--- config.mk ---
export PLATFORM = sky130hd
export DESIGN_NAME = priority_bitmap_ready_queues
export DESIGN_NICKNAME = d
export VERILOG_FILES = /design/src/design/pbrq_pkg.sv /design/src/design/pbrq_prio_enc.sv /design/src/design/pbrq_queue_core.sv /design/src/design/priority_bitmap_ready_queues.sv
export SDC_FILE = /design/constraint.sdc
export NUM_CORES = 2
export LEC_CHECK = 0
export BUFFER_PORTS_ARGS = -buffer_cell sky130_fd_sc_hd__buf_2
export CAP_MARGIN = 20
export CORE_UTILIZATION = 40
export CTS_CLUSTER_SIZE = 16
export DETAILED_ROUTE_END_ITERATION = 12
export SKIP_CTS_REPAIR_TIMING = 1
export SYNTH_ARGS = -nofsm -noshare
export SYNTH_HDL_FRONTEND = slang
export SYNTH_SLANG_ARGS = --single-unit
--- constraint.sdc ---
create_clock -name clk -period 16.7 [get_ports clk]
set_input_delay 0.835 -clock clk [delete_from_list [all_inputs] [get_ports clk]]
set_output_delay 0.835 -clock clk [all_outputs]
set_load 0.01 [all_outputs]
--- src/design/pbrq_pkg.sv ---
// Shared types and constants for the priority bitmap ready-queue scheduler.
// No dependencies; used by pbrq_queue_core, the top level and the testbench.
`timescale 1ns / 1ps

package pbrq_pkg;

    localparam int THREAD_ID_W = 6;
    localparam int PRIO_REQ_W  = 6;
    localparam int BEST_PRIO_W = 5;
    localparam int S_TDATA_W   = 16;
    localparam int M_TDATA_W   = 16;

    // request kinds carried on s_tuser
    localparam logic REQ_INSERT = 1'b0;
    localparam logic REQ_REMOVE = 1'b1;

    typedef struct packed {
        logic                   req_type;
        logic [THREAD_ID_W-1:0] thread_id;
        logic [PRIO_REQ_W-1:0]  priority_req;
        logic                   is_yield;
        logic                   is_current;
    } pbrq_req_t;

    typedef struct packed {
        logic                   became_running;
        logic                   any_ready;
        logic [THREAD_ID_W-1:0] best_thread;
        logic [BEST_PRIO_W-1:0] best_priority;
    } pbrq_result_t;

endpackage

--- src/design/pbrq_prio_enc.sv ---
// Lowest-set-bit priority encoder over the level bitmap.
// Depends on nothing but its width parameter.
`timescale 1ns / 1ps

module pbrq_prio_enc #(
    parameter int WIDTH = 32
) (
    input  logic [WIDTH-1:0]         bits,
    output logic                     any,
    output logic [$clog2(WIDTH)-1:0] index
);

    localparam int IW = $clog2(WIDTH);

    always_comb
    begin
        index = '0;
        // scan downwards so the lowest set bit wins
        for (int i = WIDTH - 1; i >= 0; i--)
        begin
            if (bits[i])
            begin
                index = IW'(i);
            end
        end
    end

    assign any = |bits;

endmodule

--- src/design/pbrq_queue_core.sv ---
// Per-level doubly linked ready queues, level bitmap and result lookup.
// Depends on pbrq_pkg and pbrq_prio_enc.
`timescale 1ns / 1ps

module pbrq_queue_core #(
    parameter int NUM_LEVELS  = 32,
    parameter int NUM_THREADS = 64
) (
    input  logic                             clk,
    input  logic                             rst_n,
    input  logic                             load,
    input  logic [pbrq_pkg::THREAD_ID_W-1:0] load_thread,
    input  logic                             fire,
    input  pbrq_pkg::pbrq_req_t              req,
    output pbrq_pkg::pbrq_result_t           result
);

    localparam int TW = $clog2(NUM_THREADS);
    localparam int LW = $clog2(NUM_LEVELS);

    logic [NUM_LEVELS-1:0]  level_bitmap_reg;
    logic [NUM_LEVELS-1:0]  level_bitmap_next;
    logic [TW-1:0]          level_head_reg   [NUM_LEVELS];
    logic [TW-1:0]          level_head_next  [NUM_LEVELS];
    logic [TW-1:0]          level_tail_reg   [NUM_LEVELS];
    logic [TW-1:0]          level_tail_next  [NUM_LEVELS];
    logic [TW-1:0]          next_link_mem    [NUM_THREADS];
    logic [TW-1:0]          prev_link_mem    [NUM_THREADS];
    logic [LW-1:0]          thread_level_mem [NUM_THREADS];
    logic [NUM_THREADS-1:0] thread_queued_reg;
    logic [NUM_THREADS-1:0] thread_queued_next;

    // link entries of the request's own thread, read as the request is taken
    logic [TW-1:0] load_t;
    logic [TW-1:0] nx_raw_reg;
    logic [TW-1:0] pv_raw_reg;
    logic [LW-1:0] lv_raw_reg;
    logic          nx_hit_next;
    logic          pv_hit_next;
    logic          lv_hit_next;
    logic [TW-1:0] nx_fwd_next;
    logic [TW-1:0] pv_fwd_next;
    logic          nx_hit_reg;
    logic          pv_hit_reg;
    logic          lv_hit_reg;
    logic [TW-1:0] nx_fwd_reg;
    logic [TW-1:0] pv_fwd_reg;
    logic [LW-1:0] lv_fwd_reg;

    // link memory write ports: port 0 from the unlink, port 1 from the link
    logic          nl_we0;
    logic [TW-1:0] nl_a0;
    logic [TW-1:0] nl_d0;
    logic          nl_we1;
    logic [TW-1:0] nl_a1;
    logic [TW-1:0] nl_d1;
    logic          pl_we0;
    logic [TW-1:0] pl_a0;
    logic [TW-1:0] pl_d0;
    logic          pl_we1;
    logic [TW-1:0] pl_a1;
    logic [TW-1:0] pl_d1;

    logic          is_insert;
    logic          hold_running;
    logic          t_ok;
    logic          prio_ok;
    logic [TW-1:0] t;
    logic [LW-1:0] lv_l;
    logic [LW-1:0] lv_u;
    logic [TW-1:0] nx;
    logic [TW-1:0] pv;
    logic [TW-1:0] u_head;
    logic [TW-1:0] u_tail;
    logic          do_unlink;
    logic          do_link;
    logic          best_any;
    logic [LW-1:0] best_lv;
    logic [TW-1:0] best_head;

    assign is_insert    = (req.req_type == pbrq_pkg::REQ_INSERT);
    assign hold_running = is_insert && req.is_current;
    assign t_ok         = 32'(req.thread_id) < NUM_THREADS;
    assign prio_ok      = 32'(req.priority_req) < NUM_LEVELS;
    assign t            = TW'(32'(req.thread_id));
    assign lv_l         = LW'(32'(req.priority_req));
    assign load_t       = TW'(32'(load_thread));
    assign lv_u         = lv_hit_reg ? lv_fwd_reg : lv_raw_reg;
    assign nx           = nx_hit_reg ? nx_fwd_reg : nx_raw_reg;
    assign pv           = pv_hit_reg ? pv_fwd_reg : pv_raw_reg;
    assign u_head       = level_head_reg[lv_u];
    assign u_tail       = level_tail_reg[lv_u];
    assign do_unlink    = t_ok && !hold_running && thread_queued_reg[t];
    assign do_link      = t_ok && !hold_running && is_insert && prio_ok;

    always_comb
    begin
        level_bitmap_next  = level_bitmap_reg;
        level_head_next    = level_head_reg;
        level_tail_next    = level_tail_reg;
        thread_queued_next = thread_queued_reg;
        nl_we0 = 1'b0;
        nl_a0  = pv;
        nl_d0  = nx;
        pl_we0 = 1'b0;
        pl_a0  = nx;
        pl_d0  = pv;
        nl_we1 = 1'b0;
        nl_a1  = t;
        nl_d1  = t;
        pl_we1 = 1'b0;
        pl_a1  = t;
        pl_d1  = t;

        if (do_unlink)
        begin
            if (u_head == t && u_tail == t)
            begin
                level_bitmap_next[lv_u] = 1'b0;
            end
            else if (u_head == t)
            begin
                level_head_next[lv_u] = nx;
            end
            else if (u_tail == t)
            begin
                level_tail_next[lv_u] = pv;
            end
            else
            begin
                nl_we0 = 1'b1;
                pl_we0 = 1'b1;
            end
            thread_queued_next[t] = 1'b0;
        end

        // link sees the queue as the unlink left it; its link entries never
        // coincide with the neighbours that the unlink joins
        if (do_link)
        begin
            if (!level_bitmap_next[lv_l])
            begin
                level_head_next[lv_l]   = t;
                level_tail_next[lv_l]   = t;
                level_bitmap_next[lv_l] = 1'b1;
            end
            else if (req.is_yield)
            begin
                nl_we1 = 1'b1;
                nl_a1  = level_tail_next[lv_l];
                nl_d1  = t;
                pl_we1 = 1'b1;
                pl_a1  = t;
                pl_d1  = level_tail_next[lv_l];
                level_tail_next[lv_l] = t;
            end
            else
            begin
                pl_we1 = 1'b1;
                pl_a1  = level_head_next[lv_l];
                pl_d1  = t;
                nl_we1 = 1'b1;
                nl_a1  = t;
                nl_d1  = level_head_next[lv_l];
                level_head_next[lv_l] = t;
            end
            thread_queued_next[t] = 1'b1;
        end
    end

    // forward the entries that the request in flight writes at the taking edge
    always_comb
    begin
        nx_hit_next = 1'b0;
        nx_fwd_next = nl_d0;
        pv_hit_next = 1'b0;
        pv_fwd_next = pl_d0;
        if (fire && nl_we1 && nl_a1 == load_t)
        begin
            nx_hit_next = 1'b1;
            nx_fwd_next = nl_d1;
        end
        else if (fire && nl_we0 && nl_a0 == load_t)
        begin
            nx_hit_next = 1'b1;
            nx_fwd_next = nl_d0;
        end
        if (fire && pl_we1 && pl_a1 == load_t)
        begin
            pv_hit_next = 1'b1;
            pv_fwd_next = pl_d1;
        end
        else if (fire && pl_we0 && pl_a0 == load_t)
        begin
            pv_hit_next = 1'b1;
            pv_fwd_next = pl_d0;
        end
        lv_hit_next = fire && do_link && (t == load_t);
    end

    always_ff @(posedge clk or negedge rst_n)
    begin
        if (!rst_n)
        begin
            level_bitmap_reg  <= '0;
            thread_queued_reg <= '0;
        end
        else if (fire)
        begin
            level_bitmap_reg  <= level_bitmap_next;
            thread_queued_reg <= thread_queued_next;
        end
    end

    always_ff @(posedge clk)
    begin
        if (fire)
        begin
            level_head_reg <= level_head_next;
            level_tail_reg <= level_tail_next;
        end
    end

    always_ff @(posedge clk)
    begin
        if (fire && nl_we0)
        begin
            next_link_mem[nl_a0] <= nl_d0;
        end
        if (fire && nl_we1)
        begin
            next_link_mem[nl_a1] <= nl_d1;
        end
        if (fire && pl_we0)
        begin
            prev_link_mem[pl_a0] <= pl_d0;
        end
        if (fire && pl_we1)
        begin
            prev_link_mem[pl_a1] <= pl_d1;
        end
        if (fire && do_link)
        begin
            thread_level_mem[t] <= lv_l;
        end
        if (load)
        begin
            nx_raw_reg <= next_link_mem[load_t];
            pv_raw_reg <= prev_link_mem[load_t];
            lv_raw_reg <= thread_level_mem[load_t];
            nx_hit_reg <= nx_hit_next;
            pv_hit_reg <= pv_hit_next;
            lv_hit_reg <= lv_hit_next;
            nx_fwd_reg <= nx_fwd_next;
            pv_fwd_reg <= pv_fwd_next;
            lv_fwd_reg <= lv_l;
        end
    end

    pbrq_prio_enc #(
        .WIDTH (NUM_LEVELS)
    ) u_prio_enc (
        .bits  (level_bitmap_next),
        .any   (best_any),
        .index (best_lv)
    );

    assign best_head = level_head_next[best_lv];

    always_comb
    begin
        result.became_running = hold_running;
        result.any_ready      = best_any;
        result.best_thread    = best_any ? pbrq_pkg::THREAD_ID_W'(32'(best_head)) : '0;
        result.best_priority  = best_any ? pbrq_pkg::BEST_PRIO_W'(32'(best_lv)) : '0;
    end

    a_link_sets_bit: assert property (@(posedge clk) disable iff (!rst_n)
        fire && do_link |=> level_bitmap_reg[$past(lv_l)])
        else $error("linked level bit not set");

    a_remove_dequeues: assert property (@(posedge clk) disable iff (!rst_n)
        fire && !is_insert && t_ok |=> !thread_queued_reg[$past(t)])
        else $error("removed thread still queued");

    a_bad_thread_idle: assert property (@(posedge clk) disable iff (!rst_n)
        fire && !t_ok |=> $stable(level_bitmap_reg) && $stable(thread_queued_reg))
        else $error("out-of-range thread changed queue state");

endmodule

--- src/design/priority_bitmap_ready_queues.sv ---
// Top level of the priority bitmap ready-queue scheduler: stream ports,
// input register and result register. Depends on pbrq_pkg and pbrq_queue_core.
//
//   channel  dir  handshake          payload
//   s_*      in   s_tvalid/s_tready  s_tdata request fields, s_tuser request kind
//   m_*      out  m_tvalid/m_tready  m_tdata result fields
//
// One request per cycle while the result is not stalled; a request waits in the
// input register while the link entries of its thread are read, and its result
// is then held in the result register. The update and lookup run in one pass.
// Reset clears the level bitmap and the queued flags; link and head entries
// stay undefined until written. A stalled result holds the input register,
// which in turn drops s_tready.
`timescale 1ns / 1ps

module priority_bitmap_ready_queues #(
    parameter int NUM_LEVELS  = 32,
    parameter int NUM_THREADS = 64
) (
    input  logic                            clk,
    input  logic                            rst_n,
    input  logic                            s_tvalid,
    output logic                            s_tready,
    // thread_id[5:0], priority_req[11:6], is_yield[12], is_current[13], zero[15:14]
    input  logic [pbrq_pkg::S_TDATA_W-1:0]  s_tdata,
    // req_type[0]
    input  logic [0:0]                      s_tuser,
    output logic                            m_tvalid,
    input  logic                            m_tready,
    // became_running[0], any_ready[1], best_thread[7:2], best_priority[12:8],
    // zero[15:13]
    output logic [pbrq_pkg::M_TDATA_W-1:0]  m_tdata
);

    logic                   in_valid_reg;
    pbrq_pkg::pbrq_req_t    in_req_reg;
    logic                   out_valid_reg;
    pbrq_pkg::pbrq_result_t out_result_reg;
    pbrq_pkg::pbrq_result_t core_result;
    logic                   advance;
    logic                   s_fire;

    assign advance  = in_valid_reg && (!out_valid_reg || m_tready);
    assign s_tready = !in_valid_reg || advance;
    assign s_fire   = s_tvalid && s_tready;

    always_ff @(posedge clk or negedge rst_n)
    begin
        if (!rst_n)
        begin
            in_valid_reg  <= 1'b0;
            out_valid_reg <= 1'b0;
        end
        else
        begin
            if (s_tready)
            begin
                in_valid_reg <= s_tvalid;
            end
            if (advance)
            begin
                out_valid_reg <= 1'b1;
            end
            else if (m_tready)
            begin
                out_valid_reg <= 1'b0;
            end
        end
    end

    always_ff @(posedge clk)
    begin
        if (s_fire)
        begin
            in_req_reg.req_type     <= s_tuser[0];
            in_req_reg.thread_id    <= s_tdata[5:0];
            in_req_reg.priority_req <= s_tdata[11:6];
            in_req_reg.is_yield     <= s_tdata[12];
            in_req_reg.is_current   <= s_tdata[13];
        end
        if (advance)
        begin
            out_result_reg <= core_result;
        end
    end

    pbrq_queue_core #(
        .NUM_LEVELS  (NUM_LEVELS),
        .NUM_THREADS (NUM_THREADS)
    ) u_queue_core (
        .clk         (clk),
        .rst_n       (rst_n),
        .load        (s_fire),
        .load_thread (s_tdata[5:0]),
        .fire        (advance),
        .req         (in_req_reg),
        .result      (core_result)
    );

    assign m_tvalid = out_valid_reg;
    assign m_tdata  = {3'b000,
                       out_result_reg.best_priority,
                       out_result_reg.best_thread,
                       out_result_reg.any_ready,
                       out_result_reg.became_running};

    a_empty_result_zero: assert property (@(posedge clk) disable iff (!rst_n)
        out_valid_reg && !out_result_reg.any_ready |->
            out_result_reg.best_thread == '0 && out_result_reg.best_priority == '0)
        else $error("empty bitmap gave a non-zero best entry");

    a_remove_not_running: assert property (@(posedge clk) disable iff (!rst_n)
        advance && in_req_reg.req_type == pbrq_pkg::REQ_REMOVE |=>
            !out_result_reg.became_running)
        else $error("remove reported a running thread");

    a_stall_holds_input: assert property (@(posedge clk) disable iff (!rst_n)
        in_valid_reg && !advance |=> in_valid_reg && $stable(in_req_reg))
        else $error("stalled request lost from input register");

endmodule

# After elaboration in Yosys (flattened, before gate mapping)
# Memory sizes are Yosys's and may differ from the RTL's. A register that Yosys moved wholly into a read port is not among the register bits.
# Cells that the tools add are included.
# Widths: inputs -> output; s select.
# word_totals
mem_count	3
ram_bits	1088
wordCells	253
ff_bits	530
latch_bits	0
rom_bits	0
in_bits	21
# mem_list
memory	words	width	read_ports	rd_ports_with_merged_regs	wr	line_no	rtl
u_queue_core.next_link_mem	64	6	1	1	2	pbrq_queue_core.sv:27	logic [TW-1:0] next_link_mem [NUM_THREADS];
u_queue_core.prev_link_mem	64	6	1	1	2	pbrq_queue_core.sv:28	logic [TW-1:0] prev_link_mem [NUM_THREADS];
u_queue_core.thread_level_mem	64	5	1	1	1	pbrq_queue_core.sv:29	logic [LW-1:0] thread_level_mem [NUM_THREADS];
# classes
order_cmp	12
div_mod_pow	0
n_bitwise	10
mul	0
n_mux	111
shifts	0
reduce_logical	27
n_addsub	0
n_eq_ne	7
# op_table
op	n
$mux 192	13
$bwmux 192	4
$mux 5	33
$bmux 6 s5	5
$mux 6	22
$mux 32	4
$mux 64	2
$and 64x64->64	1
$not 64->64	1
$or 64x64->64	1
$demux 6 s5	2
$eq 6x6->1	7
$and 32x32->32	1
$not 32->32	1
$or 32x32->32	1
$reduce_or 32->1	1
$mux 1	21
$logic_and 1x1->1	20
$ge 6x6->1 const B	3
$not 5->6	3
$lt 5x6->1 const B	2
$lt 6x1->1 const B	2
$demux 1 s5	2
$ge 5x1->1 const B	2
10 further kinds	13

# Depth between registers and ports, before layout
# depth
ltp_word	49
depth_mapped	32

# Modules after synthesis
# A second synthesis with hierarchy kept.
# hier_totals
cells_unflattened	7397
hier_area_um2	92232.2
# modules_own_cells
module	area_each_um2	cells_per_inst	n_inst
pbrq_queue_core	90875.9	7292	1
priority_bitmap_ready_queues	970.9	40	1
pbrq_prio_enc	385.4	65	1

# Least setup slack after synthesis
# Ideal clock, no wire load.
# synth_path
kind	input port to flip-flop
from	input m_tready
to	register out_result_reg, in the netlist m_tdata[0] (enable)
arrival_time_ns	12.259
required_ns	15.786
path_slack_ns	3.526
setup_ns	0.914
stages	5
n_path_buf	2
cell_sequence	nand2b_1 -> nand2_1 -> inv_1 -> clkbuf_1 -> buf_1
# synth_via
elab_chain_len	2
# synth_lines
item	line_no	rtl
from (decl)	priority_bitmap_ready_queues.sv:29	input logic m_tready,
$logic_or 1x1->1	priority_bitmap_ready_queues.sv:43	assign advance = in_valid_reg && (!out_valid_reg || m_tready);
$logic_and 1x1->1	priority_bitmap_ready_queues.sv:43	
net advance	priority_bitmap_ready_queues.sv:40	logic advance;
to (signal assigned)	priority_bitmap_ready_queues.sv:83	out_result_reg <= core_result;
to (decl)	priority_bitmap_ready_queues.sv:38	pbrq_pkg::pbrq_result_t out_result_reg;
# The timed path passes the listed nets, and every way through them passes these cells.
# A chain may end at the register's enable or synchronous reset.

==> summary.md <==
| Metric | Value |
|---|---|
| Layout area overhead | 9.50% |
| Hold Violations, Final | 0 |
| Met3 wire len | 43700 um |
| Largest registers | u_queue_core.next_link_mem: 384 flops, u_queue_core.prev_link_mem: 384 flops, u_queue_core.thread_level_mem: 320 flops |
| Cell with the most instances after synthesis | edfxtp_1 |
| TritonCTS clock tree | done |
| Hold Crit Class | in -> reg |
| RePlAce Congestion | 1.02 |
| DP Area | 0.0940 mm^2 |
| Logic pwr share | 22.0% |
| Final #Nets | 7093 |
| Synth Area in Compound Gates | 11.5% |
| Outcome | finished clean |
| Top routing layer in use | met5 |
| Post-route clock period utilization | 73.4% |
| Post-route ant nets | 0 |
| Port Buf Inserts | 33 |
| Fin worst setup slack | 4.45 ns |
| Vias per inst | 6.66 |
| M1 wire length | 133000 um |
| Post-route cell area | 0.0999 mm^2 |
| Ports | 39 |
| Initial core utilization | 40.4% |
| Flop-to-flop setup slack | 4.45 ns |
| Largest net degree at the start of global routing | 140 |
| Remaining DRCs | 0 |
| Initial antenna violation count | 15 |
| Crit Path Category | reg -> reg |
| Worst-Margin Slew | 1.23 ns |
| GRT overflow | 0 |
| Max Slew Vio Count | 0 |
| Die area | 0.230 mm^2 |
| CTS sink cnt | 1635 |
| Leakage | 36.3 nW |
| DP HPWL | 219000 um |
| Worst EP arrival | 12.75 ns |
| Reg power frac | 42.4% |
| Die extent in x | 480 um |
| RSZ-0062 raised after global routing | false |
| Peak VDD IR | 0.105 mV |
| Min-delay src | s_tuser |
| Period minus WS final | 12.25 ns |
| Post-Route Skew | 0.0694 ns |
| Peak fanout along the critical path | 69 |
| Number of distinct library cells after synthesis | 123 |
| Ys async rst share | 5.99% |
| Share of cells above drive strength 1 | 17.1% |
| Power Density | 113 mW/mm^2 |
| Commonest cells post-synth | edfxtp_1, mux2i_1, nand2_1 |
| Combinational family with the most area after synthesis | multiplexers |
| Top_reg_cell synth | edfxtp_1 |
| First-pass iteration count of the detailed router | 9 |
| Area contributors post-synth | edfxtp_1, mux4_2, mux2i_1, o21ai_0, a21oi_1 |
| Synth Cell Area | 0.0912 mm^2 |
| Placed cell count | 9876 |
| Worst reg2reg startpoint | u_queue_core.lv_hit_reg |
| Die height | 480 um |
| Largest area contributor in the netlist | edfxtp_1 |
| WL final | 341000 um |
| Worst slack, placed | 4.83 ns |
| Relative slew slack | 17.5% |
| Post-synthesis xor/xnor area fraction | 0.307% |
| Yosys warnings | 0 |
| Synthesized flop and latch total | 1635 |
| Reg clk slew, reported paths | 0.06 ns |
| Met2 wire len | 146000 um |
| Avg Synthesized Cell Area | 12.4 um^2 |
| Fmax | 81.6 MHz |
| Sw Share | 31.9% |
| CP Launch Type | flop |
| Mux share of post-synthesis cell area | 22.5% |
| Sw power | 0.00360 W |
| Vias | 68185 |
| Max Buffers Root-to-Sink | 3 |
| Crit. End Element | flop |
| Max_cap viols | 0 |
| Vias in the first global route | 65318 |
| Standard-cell rows | 174 |
| EDFF count, synth | 1537 |
| Sequential area share after synthesis | 53.3% |
| CP Data Required Time | 17.20 ns |
| Worst r2r path cells | 24 |
| Hold worst-path end | in_req_reg[14] |
| Post-Synth Adder-Cell Area | 0% |
| Setup Viol. Count Final | 0 |
| Core box area | 0.226 mm^2 |
| Clk pwr share | 35.6% |
| Post-Synth Simple-Gate Area | 8.69% |
| Non-Filler Instances | 10231 |
| P_int | 0.00769 W |
| H-tree level count | 4 |
| Global-route wire length before repair | 483000 um |
| Clk_lat worst skew | 0.88 ns |
| Global-route usage over all layers | 29.0% |
| FF-to-FF End | u_queue_core.prev_link_mem[54][1] |
| Initial DRC Count | 11129 |
| Root Buffer | clkbuf_16 |
| Clock buffer count from CTS | 179 |
| Final Core Density | 44.3% |
| Synth top area share | 50.6% |
| Fin Setup TNS | 0 ns |
| Synth Instances | 7360 |
| Fillers | 20365 |
| Hold depth | 1 |
| Wire per inst | 33.3 um |
## worst max-delay path by stage
stage / start / to
after floorplan: m_tready / m_tdata[0]
after global placement: u_queue_core.lv_hit_reg / u_queue_core.prev_link_mem[54][0]
after CTS: u_queue_core.lv_hit_reg / u_queue_core.prev_link_mem[54][1]
after global routing: u_queue_core.lv_hit_reg / u_queue_core.prev_link_mem[54][4]
after detailed placement: u_queue_core.lv_hit_reg / u_queue_core.prev_link_mem[54][2]
final: u_queue_core.lv_hit_reg / u_queue_core.prev_link_mem[54][1]
## per-stage QoR
| step | total power, W | hold slack, ns |
|---|---|---|
| after floorplan | 0.00633 | 0.455 |
| after global placement | 0.00720 | 0.482 |
| after detailed placement | 0.00722 | 0.481 |
| after CTS | 0.0112 | -0.0969 |
| after global routing | 0.0115 | 0.110 |
| final | 0.0113 | 0.127 |
## final cells by class
class                           count  area (um^2)  area share (%)
Clock buffer                      227         4740            4.75
Clock inverter                    105         1090            1.09
Timing Repair Buffer              261         1950            1.95
Antenna cell                       16         40.0          0.0401
Tap cell                         2992         3740            3.75
Inverter                           44          175           0.175
Sequential cell                  1635        48600            48.7
Multi-Input combinational cell   4951        39600            39.6
## metal layers
layer,track usage [%],up-vias
met2,42.0,5028
met5,0.290,-
li1,-,27884
met3,8.66,940
met4,14.1,8
met1,39.7,34325
## worst max-delay path, stage by stage (launching register included)
cell       delay, ns
edfxtp_1        1.01
mux2i_4         0.34
buf_4           0.57
buf_4           0.67
or3_1           0.20
a41oi_1         0.26
a2111oi_0       0.74
nand3_1         0.20
a211oi_2        0.28
nand4_1         0.85
o31ai_1         0.92
nor3_1          0.12
o41ai_2         0.55
o211a_2         0.56
nor2_1          0.08
buf_4           0.19
nand2_1         0.50
nor4_1          0.20
a21oi_4         0.38
buf_4           0.75
nand2b_1        0.55
nor2_2          0.73
buf_4           0.37
and2_1          0.41
o21bai_1        0.35
## cell families (layout without fill, tap and decap cells)
| logic type | count (synthesis) | count (layout) |
|---|---|---|
| multiplexers | 1456 | 1456 |
| other | 1 | 19 |
| AO/OA/AOI/OAI | 1753 | 1753 |
| AND/OR/NAND/NOR | 1707 | 1707 |
| flip-flops | 1635 | 1635 |
| buffers and inverters | 776 | 637 |
| XOR/XNOR | 32 | 32 |
## placed cells by master, fill, tap and decap left out, types with 22 or more instances in the layout
cell type and count:
edfxtp_1 1537, mux2i_1 893, nand2_1 734, o21ai_0 653, a21oi_1 562, mux4_2 465, nor2_1 412, buf_4 219
clkbuf_16 180, nand3_1 123, a21o_1 108, dfrtp_1 98, mux2_2 72, nor3_1 69, or3_1 50, nand4_1 44
clkbuf_1 41, inv_1 40, o22ai_1 39, clkinv_1 39, and2_1 37, o21bai_1 34, buf_2 31, xnor2_1 29
clkinv_2 27, nand2_2 26, o211ai_1 26, a41oi_1 25, o2111ai_1 22
## power by group through the flow
stage,clock [W],combinational (W),sequential (W)
after global routing,0.00421,0.00253,0.00480
after floorplan,0,0.00144,0.00489
after detailed placement,0,0.00235,0.00487
after global placement,0,0.00233,0.00487
after CTS,0.00406,0.00235,0.00479
final,0.00402,0.00249,0.00479
(Power assumes the default switching activity.)
